$ cat src/rtl/dpdsc_pkg.sv
// dpdsc_pkg: shared types, codes and lfsr helpers for the main-link descrambler
package dpdsc_pkg;

    // result kinds
    localparam logic [2:0] KIND_SCR_DESYNC   = 3'd0;
    localparam logic [2:0] KIND_FRAME_DESYNC = 3'd1;
    localparam logic [2:0] KIND_FILL         = 3'd2;
    localparam logic [2:0] KIND_BS           = 3'd3;
    localparam logic [2:0] KIND_DATA         = 3'd4;

    // control symbol codes
    localparam logic [7:0] SYM_SR = 8'h1c;
    localparam logic [7:0] SYM_BS = 8'hbc;
    localparam logic [7:0] SYM_BE = 8'hfb;
    localparam logic [7:0] SYM_FS = 8'hfe;

    // scrambler constants
    localparam logic [15:0] LFSR_TAPS  = 16'h001c;
    localparam logic [15:0] LFSR_RESET = 16'h0001;
    localparam logic [7:0]  SEED_LOW   = 8'hff;

    // fill collection
    localparam logic [7:0] MIN_FILL_RESET = 8'd4;
    localparam logic [7:0] MIN_FILL_FLOOR = 8'd2;
    localparam logic [7:0] FILL_MAX       = 8'hff;
    localparam logic [1:0] BS_SKIP        = 2'd3;

    // result queue depth, a power of two of at least two
    localparam int QUEUE_DEPTH = 4;

    typedef struct packed {
        logic [15:0] next;
        logic [7:0]  out;
    } t_lfsr_res;

    // up to two results caused by one symbol; the second one never carries data
    typedef struct packed {
        logic [1:0] count;
        logic [2:0] kind0;
        logic [7:0] data0;
        logic [2:0] kind1;
    } t_res_pair;

    typedef struct packed {
        logic [2:0] kind;
        logic [7:0] data;
        logic       last;
    } t_entry;

    function automatic logic [7:0] rev8(input logic [7:0] v);
        logic [7:0] r;
        for (int k = 0; k < 8; k++) begin
            r[7-k] = v[k];
        end
        return r;
    endfunction

    // eight-bit advance of the scrambler, output collected lsb first
    function automatic t_lfsr_res lfsr_run(input logic [15:0] v);
        t_lfsr_res  r;
        logic [15:0] s;
        logic [7:0]  o;
        logic        b;
        s = v;
        o = '0;
        for (int k = 0; k < 8; k++) begin
            b = s[15];
            o = {b, o[7:1]};
            if (b) begin
                s = s ^ LFSR_TAPS;
            end
            s = {s[14:0], b};
        end
        r.next = s;
        r.out  = o;
        return r;
    endfunction

endpackage

$ cat src/rtl/dpdsc_core.sv
// dpdsc_core: lock state, scrambler lfsr and per-symbol result decision
module dpdsc_core (
    input  logic                 i_clk,
    input  logic                 i_rst_n,
    input  logic                 i_valid,
    input  logic [7:0]           i_sym,
    input  logic                 i_ctl,
    input  logic [7:0]           i_min_fill,
    output dpdsc_pkg::t_res_pair o_res
);

    logic [15:0] r_lfsr, n_lfsr;
    logic        r_scr_locked, n_scr_locked;
    logic        r_frame_locked, n_frame_locked;
    logic        r_in_fill, n_in_fill;
    logic [7:0]  r_fill_count, n_fill_count;
    logic        r_fill_mismatch, n_fill_mismatch;
    logic [1:0]  r_skip, n_skip;

    logic [15:0]          lfsr_src;
    logic                 do_run;
    dpdsc_pkg::t_lfsr_res run;
    logic [7:0]           need;
    dpdsc_pkg::t_res_pair res;

    assign need = (i_min_fill < dpdsc_pkg::MIN_FILL_FLOOR) ? dpdsc_pkg::MIN_FILL_FLOOR
                                                           : i_min_fill;
    assign run  = dpdsc_pkg::lfsr_run(lfsr_src);

    // next state and results for the symbol in this transfer
    always_comb begin
        lfsr_src        = r_lfsr;
        do_run          = 1'b0;
        n_scr_locked    = r_scr_locked;
        n_frame_locked  = r_frame_locked;
        n_in_fill       = r_in_fill;
        n_fill_count    = r_fill_count;
        n_fill_mismatch = r_fill_mismatch;
        n_skip          = r_skip;
        res             = '0;

        if (r_skip != 2'd0) begin
            // symbols after blanking start are consumed unseen
            n_skip = r_skip - 2'd1;
            do_run = r_scr_locked;
        end else if (r_in_fill) begin
            if (r_scr_locked) begin
                do_run = 1'b1;
                if (i_ctl) begin
                    n_in_fill = 1'b0;
                end
            end else if (i_ctl) begin
                // end of fill: take lock if enough clean bytes were seen
                n_in_fill = 1'b0;
                if ((r_fill_count >= need) && !r_fill_mismatch) begin
                    n_scr_locked = 1'b1;
                    do_run       = 1'b1;
                end
            end else begin
                do_run = 1'b1;
                if (r_fill_count == 8'd0) begin
                    lfsr_src = {dpdsc_pkg::rev8(i_sym), dpdsc_pkg::SEED_LOW};
                end else begin
                    if (r_fill_count == 8'd1) begin
                        lfsr_src = {dpdsc_pkg::rev8(i_sym), r_lfsr[7:0]};
                    end
                    if (run.out != i_sym) begin
                        n_fill_mismatch = 1'b1;
                    end
                end
                if (r_fill_count != dpdsc_pkg::FILL_MAX) begin
                    n_fill_count = r_fill_count + 8'd1;
                end
            end
        end else begin
            do_run = r_scr_locked;
            if (!i_ctl) begin
                if (r_scr_locked) begin
                    res.count = 2'd1;
                    res.kind0 = dpdsc_pkg::KIND_DATA;
                    res.data0 = i_sym ^ run.out;
                end
            end else if (i_sym == dpdsc_pkg::SYM_SR) begin
                n_frame_locked = 1'b1;
            end else if (i_sym == dpdsc_pkg::SYM_BS) begin
                if (r_scr_locked) begin
                    n_frame_locked = 1'b1;
                    n_skip         = dpdsc_pkg::BS_SKIP;
                    if (!r_frame_locked) begin
                        res.count = 2'd2;
                        res.kind0 = dpdsc_pkg::KIND_FRAME_DESYNC;
                        res.kind1 = dpdsc_pkg::KIND_BS;
                    end else begin
                        res.count = 2'd1;
                        res.kind0 = dpdsc_pkg::KIND_BS;
                    end
                end
            end else if (i_sym == dpdsc_pkg::SYM_FS) begin
                n_in_fill = 1'b1;
                if (!r_scr_locked) begin
                    n_fill_count    = '0;
                    n_fill_mismatch = 1'b0;
                    res.count       = 2'd2;
                    res.kind0       = dpdsc_pkg::KIND_SCR_DESYNC;
                    res.kind1       = dpdsc_pkg::KIND_FILL;
                end else if (!r_frame_locked) begin
                    res.count = 2'd2;
                    res.kind0 = dpdsc_pkg::KIND_FRAME_DESYNC;
                    res.kind1 = dpdsc_pkg::KIND_FILL;
                end else begin
                    res.count = 2'd1;
                    res.kind0 = dpdsc_pkg::KIND_FILL;
                end
            end
        end

        n_lfsr = do_run ? run.next : lfsr_src;
    end

    // state registers, updated on each input transfer
    always_ff @(posedge i_clk) begin
        if (!i_rst_n) begin
            r_lfsr          <= dpdsc_pkg::LFSR_RESET;
            r_scr_locked    <= 1'b0;
            r_frame_locked  <= 1'b0;
            r_in_fill       <= 1'b0;
            r_fill_count    <= '0;
            r_fill_mismatch <= 1'b0;
            r_skip          <= '0;
        end else if (i_valid) begin
            r_lfsr          <= n_lfsr;
            r_scr_locked    <= n_scr_locked;
            r_frame_locked  <= n_frame_locked;
            r_in_fill       <= n_in_fill;
            r_fill_count    <= n_fill_count;
            r_fill_mismatch <= n_fill_mismatch;
            r_skip          <= n_skip;
        end
    end

    assign o_res = i_valid ? res : '0;

    // lock is only ever taken at the end of a fill run
    a_lock_from_fill: assert property (@(posedge i_clk) disable iff (!i_rst_n)
        $rose(r_scr_locked) |-> $past(r_in_fill))
        else $error("scrambler lock taken outside a fill run");

    // skipped symbols never give results
    a_skip_silent: assert property (@(posedge i_clk) disable iff (!i_rst_n)
        (i_valid && (r_skip != 2'd0)) |-> (o_res.count == 2'd0))
        else $error("result produced on a skipped symbol");

    // blanking start skips only happen once the scrambler is locked
    a_skip_locked: assert property (@(posedge i_clk) disable iff (!i_rst_n)
        (r_skip != 2'd0) |-> r_scr_locked)
        else $error("symbol skip pending without scrambler lock");

endmodule

$ cat src/rtl/dpdsc_outq.sv
// dpdsc_outq: small result queue taking up to two results per cycle
module dpdsc_outq #(
    parameter int DEPTH = dpdsc_pkg::QUEUE_DEPTH
) (
    input  logic                 i_clk,
    input  logic                 i_rst_n,
    input  dpdsc_pkg::t_res_pair i_res,
    output logic                 o_room,
    output logic                 o_valid,
    input  logic                 i_ready,
    output logic [2:0]           o_kind,
    output logic [7:0]           o_data,
    output logic                 o_last
);

    localparam int PW = $clog2(DEPTH);
    localparam int CW = $clog2(DEPTH + 1);

    dpdsc_pkg::t_entry r_mem [DEPTH];
    logic [PW-1:0] r_wptr, r_rptr;
    logic [CW-1:0] r_count;

    logic          pop;
    logic [PW-1:0] wptr1;
    logic [CW-1:0] push_cnt;
    dpdsc_pkg::t_entry e0, e1;

    assign pop      = o_valid && i_ready;
    assign wptr1    = r_wptr + PW'(1);
    assign push_cnt = CW'(i_res.count);
    assign o_room   = (r_count <= CW'(DEPTH - 2));
    assign o_valid  = (r_count != '0);

    assign e0.kind = i_res.kind0;
    assign e0.data = i_res.data0;
    assign e0.last = (i_res.count == 2'd1);
    assign e1.kind = i_res.kind1;
    assign e1.data = '0;
    assign e1.last = 1'b1;

    // entry storage
    always_ff @(posedge i_clk) begin
        if (i_res.count != 2'd0) begin
            r_mem[r_wptr] <= e0;
        end
        if (i_res.count == 2'd2) begin
            r_mem[wptr1] <= e1;
        end
    end

    // pointers and fill level
    always_ff @(posedge i_clk) begin
        if (!i_rst_n) begin
            r_wptr  <= '0;
            r_rptr  <= '0;
            r_count <= '0;
        end else begin
            r_wptr  <= r_wptr + PW'(i_res.count);
            r_rptr  <= r_rptr + PW'(pop);
            r_count <= r_count + push_cnt - CW'(pop);
        end
    end

    assign o_kind = r_mem[r_rptr].kind;
    assign o_data = r_mem[r_rptr].data;
    assign o_last = r_mem[r_rptr].last;

    a_no_overflow: assert property (@(posedge i_clk) disable iff (!i_rst_n)
        r_count <= CW'(DEPTH))
        else $error("result queue overflow");

    a_push_room: assert property (@(posedge i_clk) disable iff (!i_rst_n)
        (i_res.count != 2'd0) |-> o_room)
        else $error("results pushed without room");

    a_level_track: assert property (@(posedge i_clk) disable iff (!i_rst_n)
        (!pop && (i_res.count == 2'd0)) |=> $stable(r_count))
        else $error("queue level moved without a transfer");

endmodule

$ cat src/rtl/dp_main_link_descrambler_lock.sv
// dp_main_link_descrambler_lock: top level of the main-link descrambler
// One decoded link symbol (byte on s_axis_tdata, K flag on s_axis_tuser) is
// taken per clock while the output side drains: the lock state and the
// 8-bit-per-symbol scrambler update in the same cycle as the input transfer,
// and the results land in a four-entry queue (default depth) feeding the
// master side. A symbol gives zero, one or two results; FS while not fully
// locked and BS while only frame-unlocked give two, and the queue absorbs the
// extra one. Input is held off only while fewer than two queue entries are
// free. min_fill_symbols is written through the cfg channel, always ready,
// and should only change while the link is idle.
module dp_main_link_descrambler_lock #(
    parameter int QUEUE_DEPTH = dpdsc_pkg::QUEUE_DEPTH
) (
    input  logic       i_clk,
    input  logic       i_rst_n,
    // configuration write
    input  logic       i_cfg_valid,
    output logic       o_cfg_ready,
    input  logic [7:0] i_cfg_data,
    // symbol input
    input  logic       s_axis_tvalid,
    output logic       s_axis_tready,
    input  logic [7:0] s_axis_tdata,   // [7:0] symbol_byte
    input  logic       s_axis_tuser,   // [0] is_control
    // result output
    output logic       m_axis_tvalid,
    input  logic       m_axis_tready,
    output logic [7:0] m_axis_tdata,   // [7:0] data_value
    output logic [2:0] m_axis_tuser,   // [2:0] event_kind
    output logic       m_axis_tlast    // last_of_run
);

    logic [7:0]           r_min_fill;
    logic                 in_xfer;
    logic                 room;
    dpdsc_pkg::t_res_pair res;

    // configuration register
    assign o_cfg_ready = 1'b1;
    always_ff @(posedge i_clk) begin
        if (!i_rst_n) begin
            r_min_fill <= dpdsc_pkg::MIN_FILL_RESET;
        end else if (i_cfg_valid && o_cfg_ready) begin
            r_min_fill <= i_cfg_data;
        end
    end

    assign s_axis_tready = room;
    assign in_xfer       = s_axis_tvalid && s_axis_tready;

    dpdsc_core u_core (
        .i_clk      (i_clk),
        .i_rst_n    (i_rst_n),
        .i_valid    (in_xfer),
        .i_sym      (s_axis_tdata),
        .i_ctl      (s_axis_tuser),
        .i_min_fill (r_min_fill),
        .o_res      (res)
    );

    dpdsc_outq #(
        .DEPTH (QUEUE_DEPTH)
    ) u_outq (
        .i_clk   (i_clk),
        .i_rst_n (i_rst_n),
        .i_res   (res),
        .o_room  (room),
        .o_valid (m_axis_tvalid),
        .i_ready (m_axis_tready),
        .o_kind  (m_axis_tuser),
        .o_data  (m_axis_tdata),
        .o_last  (m_axis_tlast)
    );

endmodule
$ cat config.mk
export PLATFORM = sky130hd
export DESIGN_NAME = dp_main_link_descrambler_lock
export DESIGN_NICKNAME = d
export VERILOG_FILES = /design/src/rtl/dpdsc_pkg.sv /design/src/rtl/dpdsc_core.sv /design/src/rtl/dpdsc_outq.sv /design/src/rtl/dp_main_link_descrambler_lock.sv
export SDC_FILE = /design/constraint.sdc
export NUM_CORES = 1
export LEC_CHECK = 0
export BUFFER_PORTS_ARGS = -buffer_cell sky130_fd_sc_hd__buf_2
export CAP_MARGIN = 0
export CORE_MARGIN = 2
export CORE_UTILIZATION = 55
export CTS_CLUSTER_SIZE = 40
export DETAILED_ROUTE_END_ITERATION = 8
export PLACE_DENSITY = 0.87
export SETUP_SLACK_MARGIN = 0.3
export SYNTH_ARGS = -nofsm -noshare
export SYNTH_HDL_FRONTEND = slang
export SYNTH_SLANG_ARGS = --single-unit
$ cat constraint.sdc
create_clock -name i_clk -period 3.1 [get_ports i_clk]
set_input_delay 0.62 -clock i_clk [delete_from_list [all_inputs] [get_ports i_clk]]
set_output_delay 0.62 -clock i_clk [all_outputs]
set_load 0.01 [all_outputs]
==> flow_summary_export.csv, run 1 <==
group,metric,value,unit
critical_path,worst_setup_path_start_kind,"register",
critical_path,critPathArrivalTime,2.96,ns
critical_path,critPathKind,"reg -> reg",
routing,routed_wl,12600,um
routing,dr.pass1.iters,5,
cts,cts_buffers,9,
timing,finalHoldViolCount,0,
synth,synth_edf_count,8,
global_routing,grt_pass1_vias,4474,
die,start_util,0.568,
cts,cts_tree,"yes",
synth,yosys_warnings,0,
job,max_cap_viol_count,0,
global_routing,antenna_found_initial,1,
global_routing,grt_pass1_wl,20600,um
cts,hold_buffers,0,
finish,stdcell_area,5900,sq um
die,die_w,102,um
die,io_pins,37,
synth,ys_types,66,
global_routing,grt_overflow_total,0,
synth,avgSynthCellArea,9.03,sq um
pwr,ir_drop,0.000202,V
routing,drt-vias-per-instance,6.01,
routing,dr.first_iter.drc_count,270,
timing,fmax,0.376,GHz
placed_design,port_buffers,35,
timing,setup_tns,0,ns
finish,areaGrowthSynthToFinish,11.9,%
synth,ys_ff_latch,93,
finish,final_common_cell,"dfxtp_1",
finish,layout-drive-gt1-share,0.179,
timing,worst_pin_slew,0.677,ns
timing,skew,0.0201,ns
cts,htree_levels,3,
cts,clk-insertion-delay-late,0.38,ns
timing,drv_slew,0,
die,rows,35,
timing,final.min_clock_period,2.66,ns
synth,syn_area,5270,sq um
cts,cts_root_buffer,"clkbuf_8",
critical_path,cp_max_fo,9,
global_routing,grtUsageTotal,0.249,
synth,ys_seq_area_frac,0.368,
timing,rsz0062_at_grt,"true",
timing,hold_slack,0.464,ns
die,dieHeight,102,um
run_status,status,"complete, no violations",
finish,layout.nets,657,
placed_design,hpwl,9180,um
critical_path,critPathRequiredTime,3.41,ns
routing,drc_errors,0,
routing,vias,4511,
timing,period_share,0.858,
pwr,power.density,443,nW/um^2
synth,async_flop_share,0,
placed_design,place.gp.congestion,0.930,
routing,wl_per_cell,16.8,um
synth,syn-num-nets,625,
pwr,leakage,0.00249,uW
die,coreArea,9280,sq um
cts,cts.clk_slew.worst_paths,0.10,ns
timing,setup_violations,0,
critical_path,endpoint_kind,"register",
cts,cts_buffer_depth,2,
cts,cts_sinks,93,
placed_design,dpl_cell_area,5650,sq um
finish,n_antenna_cell,0,
timing,relSlewSlack,0.548,
synth,ys.flop_type,"dfxtp_1",
hold_path,hold_class,"in -> reg",
global_routing,grt_max_degree,32,
die,die-area,10400,sq um
synth,synth_cells,584,
routing,final_antenna_net_count,0,
finish,layout_common_cells,"85 x dfxtp_1, 66 x nor2_1, 48 x nand2_1",
[cell families (layout without fill, tap and decap cells)]
family                   after synthesis  count (layout)  synth area share
AND/OR/NAND/NOR                      213             213             0.213
AO/OA/AOI/OAI                        123             123             0.162
flip-flops                            93              93             0.368
buffers and inverters                 60              97            0.0489
XOR/XNOR                              44              44            0.0731
multiplexers                          31              31            0.0878
adder cells (fa/ha/maj)               19              19            0.0465
other                                  1               1          0.000711
[worst max-delay path, cell delays in order (launching register included)]
cell     delay (ns)
dfxtp_1        0.37
inv_1          0.06
ha_1           0.28
nand3_1        0.10
or4_1          0.48
or4b_4         0.54
a21oi_4        0.29
buf_4          0.20
o21ai_1        0.08
a31oi_1        0.19
[path summary, 6_finish.rpt]
kind	start	end	slack (ns)	cells after the start
worst max-delay path	r_min_fill[4]	u_core.r_lfsr[6]	0.44	9
worst min-delay path	i_cfg_data[2]	r_min_fill[2]	0.46	3
worst max register to register	r_min_fill[4]	u_core.r_lfsr[6]	0.44	9
worst min register to register	u_outq.r_mem[1][11]	u_outq.r_mem[1][11]	0.49	2
[cells in the mapped netlist, drive strengths merged, types with 13 or more instances]
cell type / count / area, sq um
dfxtp: 85 / 1700
nor2: 71 / 332
nand2: 50 / 195
a22oi: 33 / 248
xnor2: 31 / 272
o21ai: 30 / 150
clkbuf: 28 / 105
inv: 20 / 77.6
and2: 18 / 113
ha: 18 / 225
mux2i: 17 / 170
nand3: 17 / 85.1
nor2b: 17 / 109
a21oi: 14 / 81.3
xor2: 13 / 114
[flip-flops by register name (all words and copies together), names as in the netlist]
name                    count
u_core.r_fill_mismatch      1
u_core.r_frame_locked       1
u_outq.r_rptr               2
u_core.r_scr_locked         1
u_core.r_fill_count         8
u_outq.r_mem               48
u_core.r_lfsr              16
u_core.r_skip               2
u_outq.r_count              3
u_core.r_in_fill            1
u_outq.r_wptr               2
r_min_fill                  8
[through the flow]
stage / power (uW) / setup WS, ns / instances / utilization
finish: 2610 / 0.441 / 750 / 0.635
global route: 2730 / 0.258 / 750 / 0.635
CTS: 2630 / 0.361 / 745 / 0.631
detailed placement: 1790 / 0.0782 / 729 / 0.608
global placement: 1770 / 0.168 / 729 / 0.608
floorplan: 1660 / 0.297 / 584 / -
[cell type report]
cell class / instances / area (sq um)
fill: 776 / 3390
timing repair buffer: 61 / 370
inverter: 20 / 87.6
clock buffer: 10 / 149
clock inverter: 6 / 57.6
multi-input combinational: 431 / 3130
tap: 129 / 161
sequential: 93 / 1940
[routing by layer]
metal,vias up,GRT usage,share of wire
met4,0,0.111,0.023
met2,177,0.449,0.51
met3,35,0.0520,0.058
li1,2140,-,-
met5,-,0,0
met1,2159,0.284,0.41
[report_power, final]
group,total (uW),switching (uW),internal [uW]
Clock,855,494,361
Sequential,1290,39.3,1250
Combinational,471,244,227
[what timing repair did]
item                                    in CTS  in global routing
pin swaps                                    0                  1
endpoints found under the setup margin       3                  7
gates resized for setup                      1                  1
cloned                                       0                  0
setup buffers                                0                  5
(Power assumes the default switching activity.)
==> run 2: changes to the inputs <==
CORE_UTILIZATION = 60   (was 55)
PLACE_DENSITY = 0.89   (was 0.87)
clock period = 3.24 ns   (was 3.1 ns; I/O delays follow)
==> flow_summary_export.csv, run 2 (synthesis gave the netlist of run 1 again) <==
group,metric,value,unit
cts,cts_buffers,9,
timing,fmax,0.361,GHz
routing,final_antenna_net_count,0,
timing,skew,0.0119,ns
job,max_cap_viol_count,0,
routing,vias,4397,
finish,layout_common_cells,"85 x dfxtp_1, 66 x nor2_1, 48 x nand2_1",
cts,cts_root_buffer,"clkbuf_8",
die,coreArea,8640,sq um
finish,layout.nets,647,
placed_design,hpwl,9100,um
pwr,power.net_switching,729,uW
finish,areaGrowthSynthToFinish,9.57,%
critical_path,endpoint_kind,"register",
placed_design,port_buffers,35,
pwr,comb_power_share,0.186,
finish,n_antenna_cell,0,
finish,largest-register,"u_outq.r_mem",
routing,routed_wl,12500,um
timing,relSlewSlack,0.551,
routing,drc_errors,0,
die,start_util,0.610,
routing,dr.first_iter.drc_count,253,
critical_path,critPathKind,"reg -> reg",
critical_path,critPathRequiredTime,3.53,ns
routing,wl_per_cell,17.3,um
pwr,internal_power,1710,uW
pwr,ir_drop,0.000215,V
finish,largest_register_ffs,48,
cts,hold_buffers,0,
die,die-area,9550,sq um
global_routing,grt_overflow_total,0,
timing,setup_violations,0,
global_routing,antenna_found_initial,1,
die,dieHeight,97.7,um
critical_path,critPathArrivalTime,3.06,ns
pwr,swShare,0.299,
finish,top_regs,"u_outq.r_mem x48, u_core.r_lfsr x16",
cts,clk-insertion-delay-late,0.37,ns
global_routing,grt_pass1_vias,4490,
cts,cts_tree,"yes",
cts,cts.clk_slew.worst_paths,0.09,ns
timing,drv_slew,0,
pwr,total_power,2440,uW
critical_path,worst_setup_path_start_kind,"register",
routing,drt-vias-per-instance,6.12,
cts,cts_buffer_depth,2,
global_routing,grt_max_degree,32,
placed_design,place.gp.congestion,0.918,
cts,cts_sinks,93,
global_routing,grtUsageTotal,0.268,
finish,final_util,0.669,
pwr,power.density,422,nW/um^2
critical_path,cp_max_fo,3,
routing,dr.pass1.iters,5,
hold_path,hold_class,"in -> reg",
run_status,status,"complete, no violations",
timing,finalHoldViolCount,0,
timing,rsz0062_at_grt,"false",
finish,layout-drive-gt1-share,0.164,
pwr,seqPwrFrac,0.505,
pwr,leakage,0.00242,uW
timing,setup_tns,0,ns
timing,period_share,0.856,
cts,htree_levels,3,
die,rows,34,
pwr,p_clk_frac,0.310,
timing,final.min_clock_period,2.77,ns
die,die_w,97.7,um
finish,final_common_cell,"dfxtp_1",
die,io_pins,37,
timing,worst_pin_slew,0.672,ns
global_routing,grt_pass1_wl,21000,um
-- run 2: cell types whose count changed in the layout (fill, tap and decap cells not counted), sizes merged --
cell,delta
clkinv,+1
a21oi,+1
buf,-11
clkbuf,-1
-- run 2: routing by layer --
| metal | track usage | share of wire |
|---|---|---|
| met1 | 0.305 | 0.40 |
| met2 | 0.498 | 0.53 |
| met3 | 0.0444 | 0.051 |
| met4 | 0.111 | 0.016 |
| met5 | 0 | 0.0010 |
-- run 2: power by group through the flow --
| stage | Sequential [uW] | Combinational [uW] | Clock (uW) |
|---|---|---|---|
| after floorplan | 1250 | 339 | 0 |
| after global placement | 1250 | 430 | 0 |
| after detailed placement | 1260 | 448 | 0 |
| after CTS | 1230 | 452 | 765 |
| after global routing | 1240 | 500 | 816 |
| final | 1230 | 453 | 755 |
-- run 2: through the flow --
step | instance area [sq um] | worst slack, ns | std cells | hold slack, ns
floorplan | 5330 | 0.301 | 584 | 0.443
global placement | 5550 | 0.209 | 700 | 0.456
detailed placement | 5550 | 0.0873 | 700 | 0.478
CTS | 5750 | 0.382 | 716 | 0.493
global route | 5780 | 0.343 | 719 | 0.509
finish | 5780 | 0.468 | 719 | 0.494
-- run 2: worst paths after layout --
path	start	end	slack (ns)	depth (start not counted)
worst max-delay path	r_min_fill[4]	u_core.r_lfsr[13]	0.47	10
worst min-delay path	i_cfg_data[2]	r_min_fill[2]	0.49	3
worst max register to register	r_min_fill[4]	u_core.r_lfsr[13]	0.47	10
worst min register to register	u_outq.r_mem[1][11]	u_outq.r_mem[1][11]	0.50	2
-- run 2: timing repair --
item,CTS,global route
pin swaps,0,2
buffers inserted,0,2
endpoints found under the setup margin,1,5
gates resized for setup,1,1
cloned,0,1
-- run 2: critical path, cell delays in order (launching register included) --
cell and delay (ns):
dfxtp_1 0.34, nor2_1 0.16, nand3_1 0.11, o21a_1 0.18, ha_1 0.28, nand2b_1 0.15
a2111oi_1 0.51, o31ai_1 0.18, a211oi_1 0.47, nor2_1 0.08, o31ai_1 0.23
-- run 2: cell type report --
type / count / area [sq um]
Clock buffer: 9 / 124
Clock inverter: 7 / 71.3
Fill cell: 680 / 2860
Inverter: 20 / 80.1
Multi-Input combinational cell: 432 / 3140
Sequential cell: 93 / 1940
Tap cell: 108 / 135
Timing Repair Buffer: 50 / 288
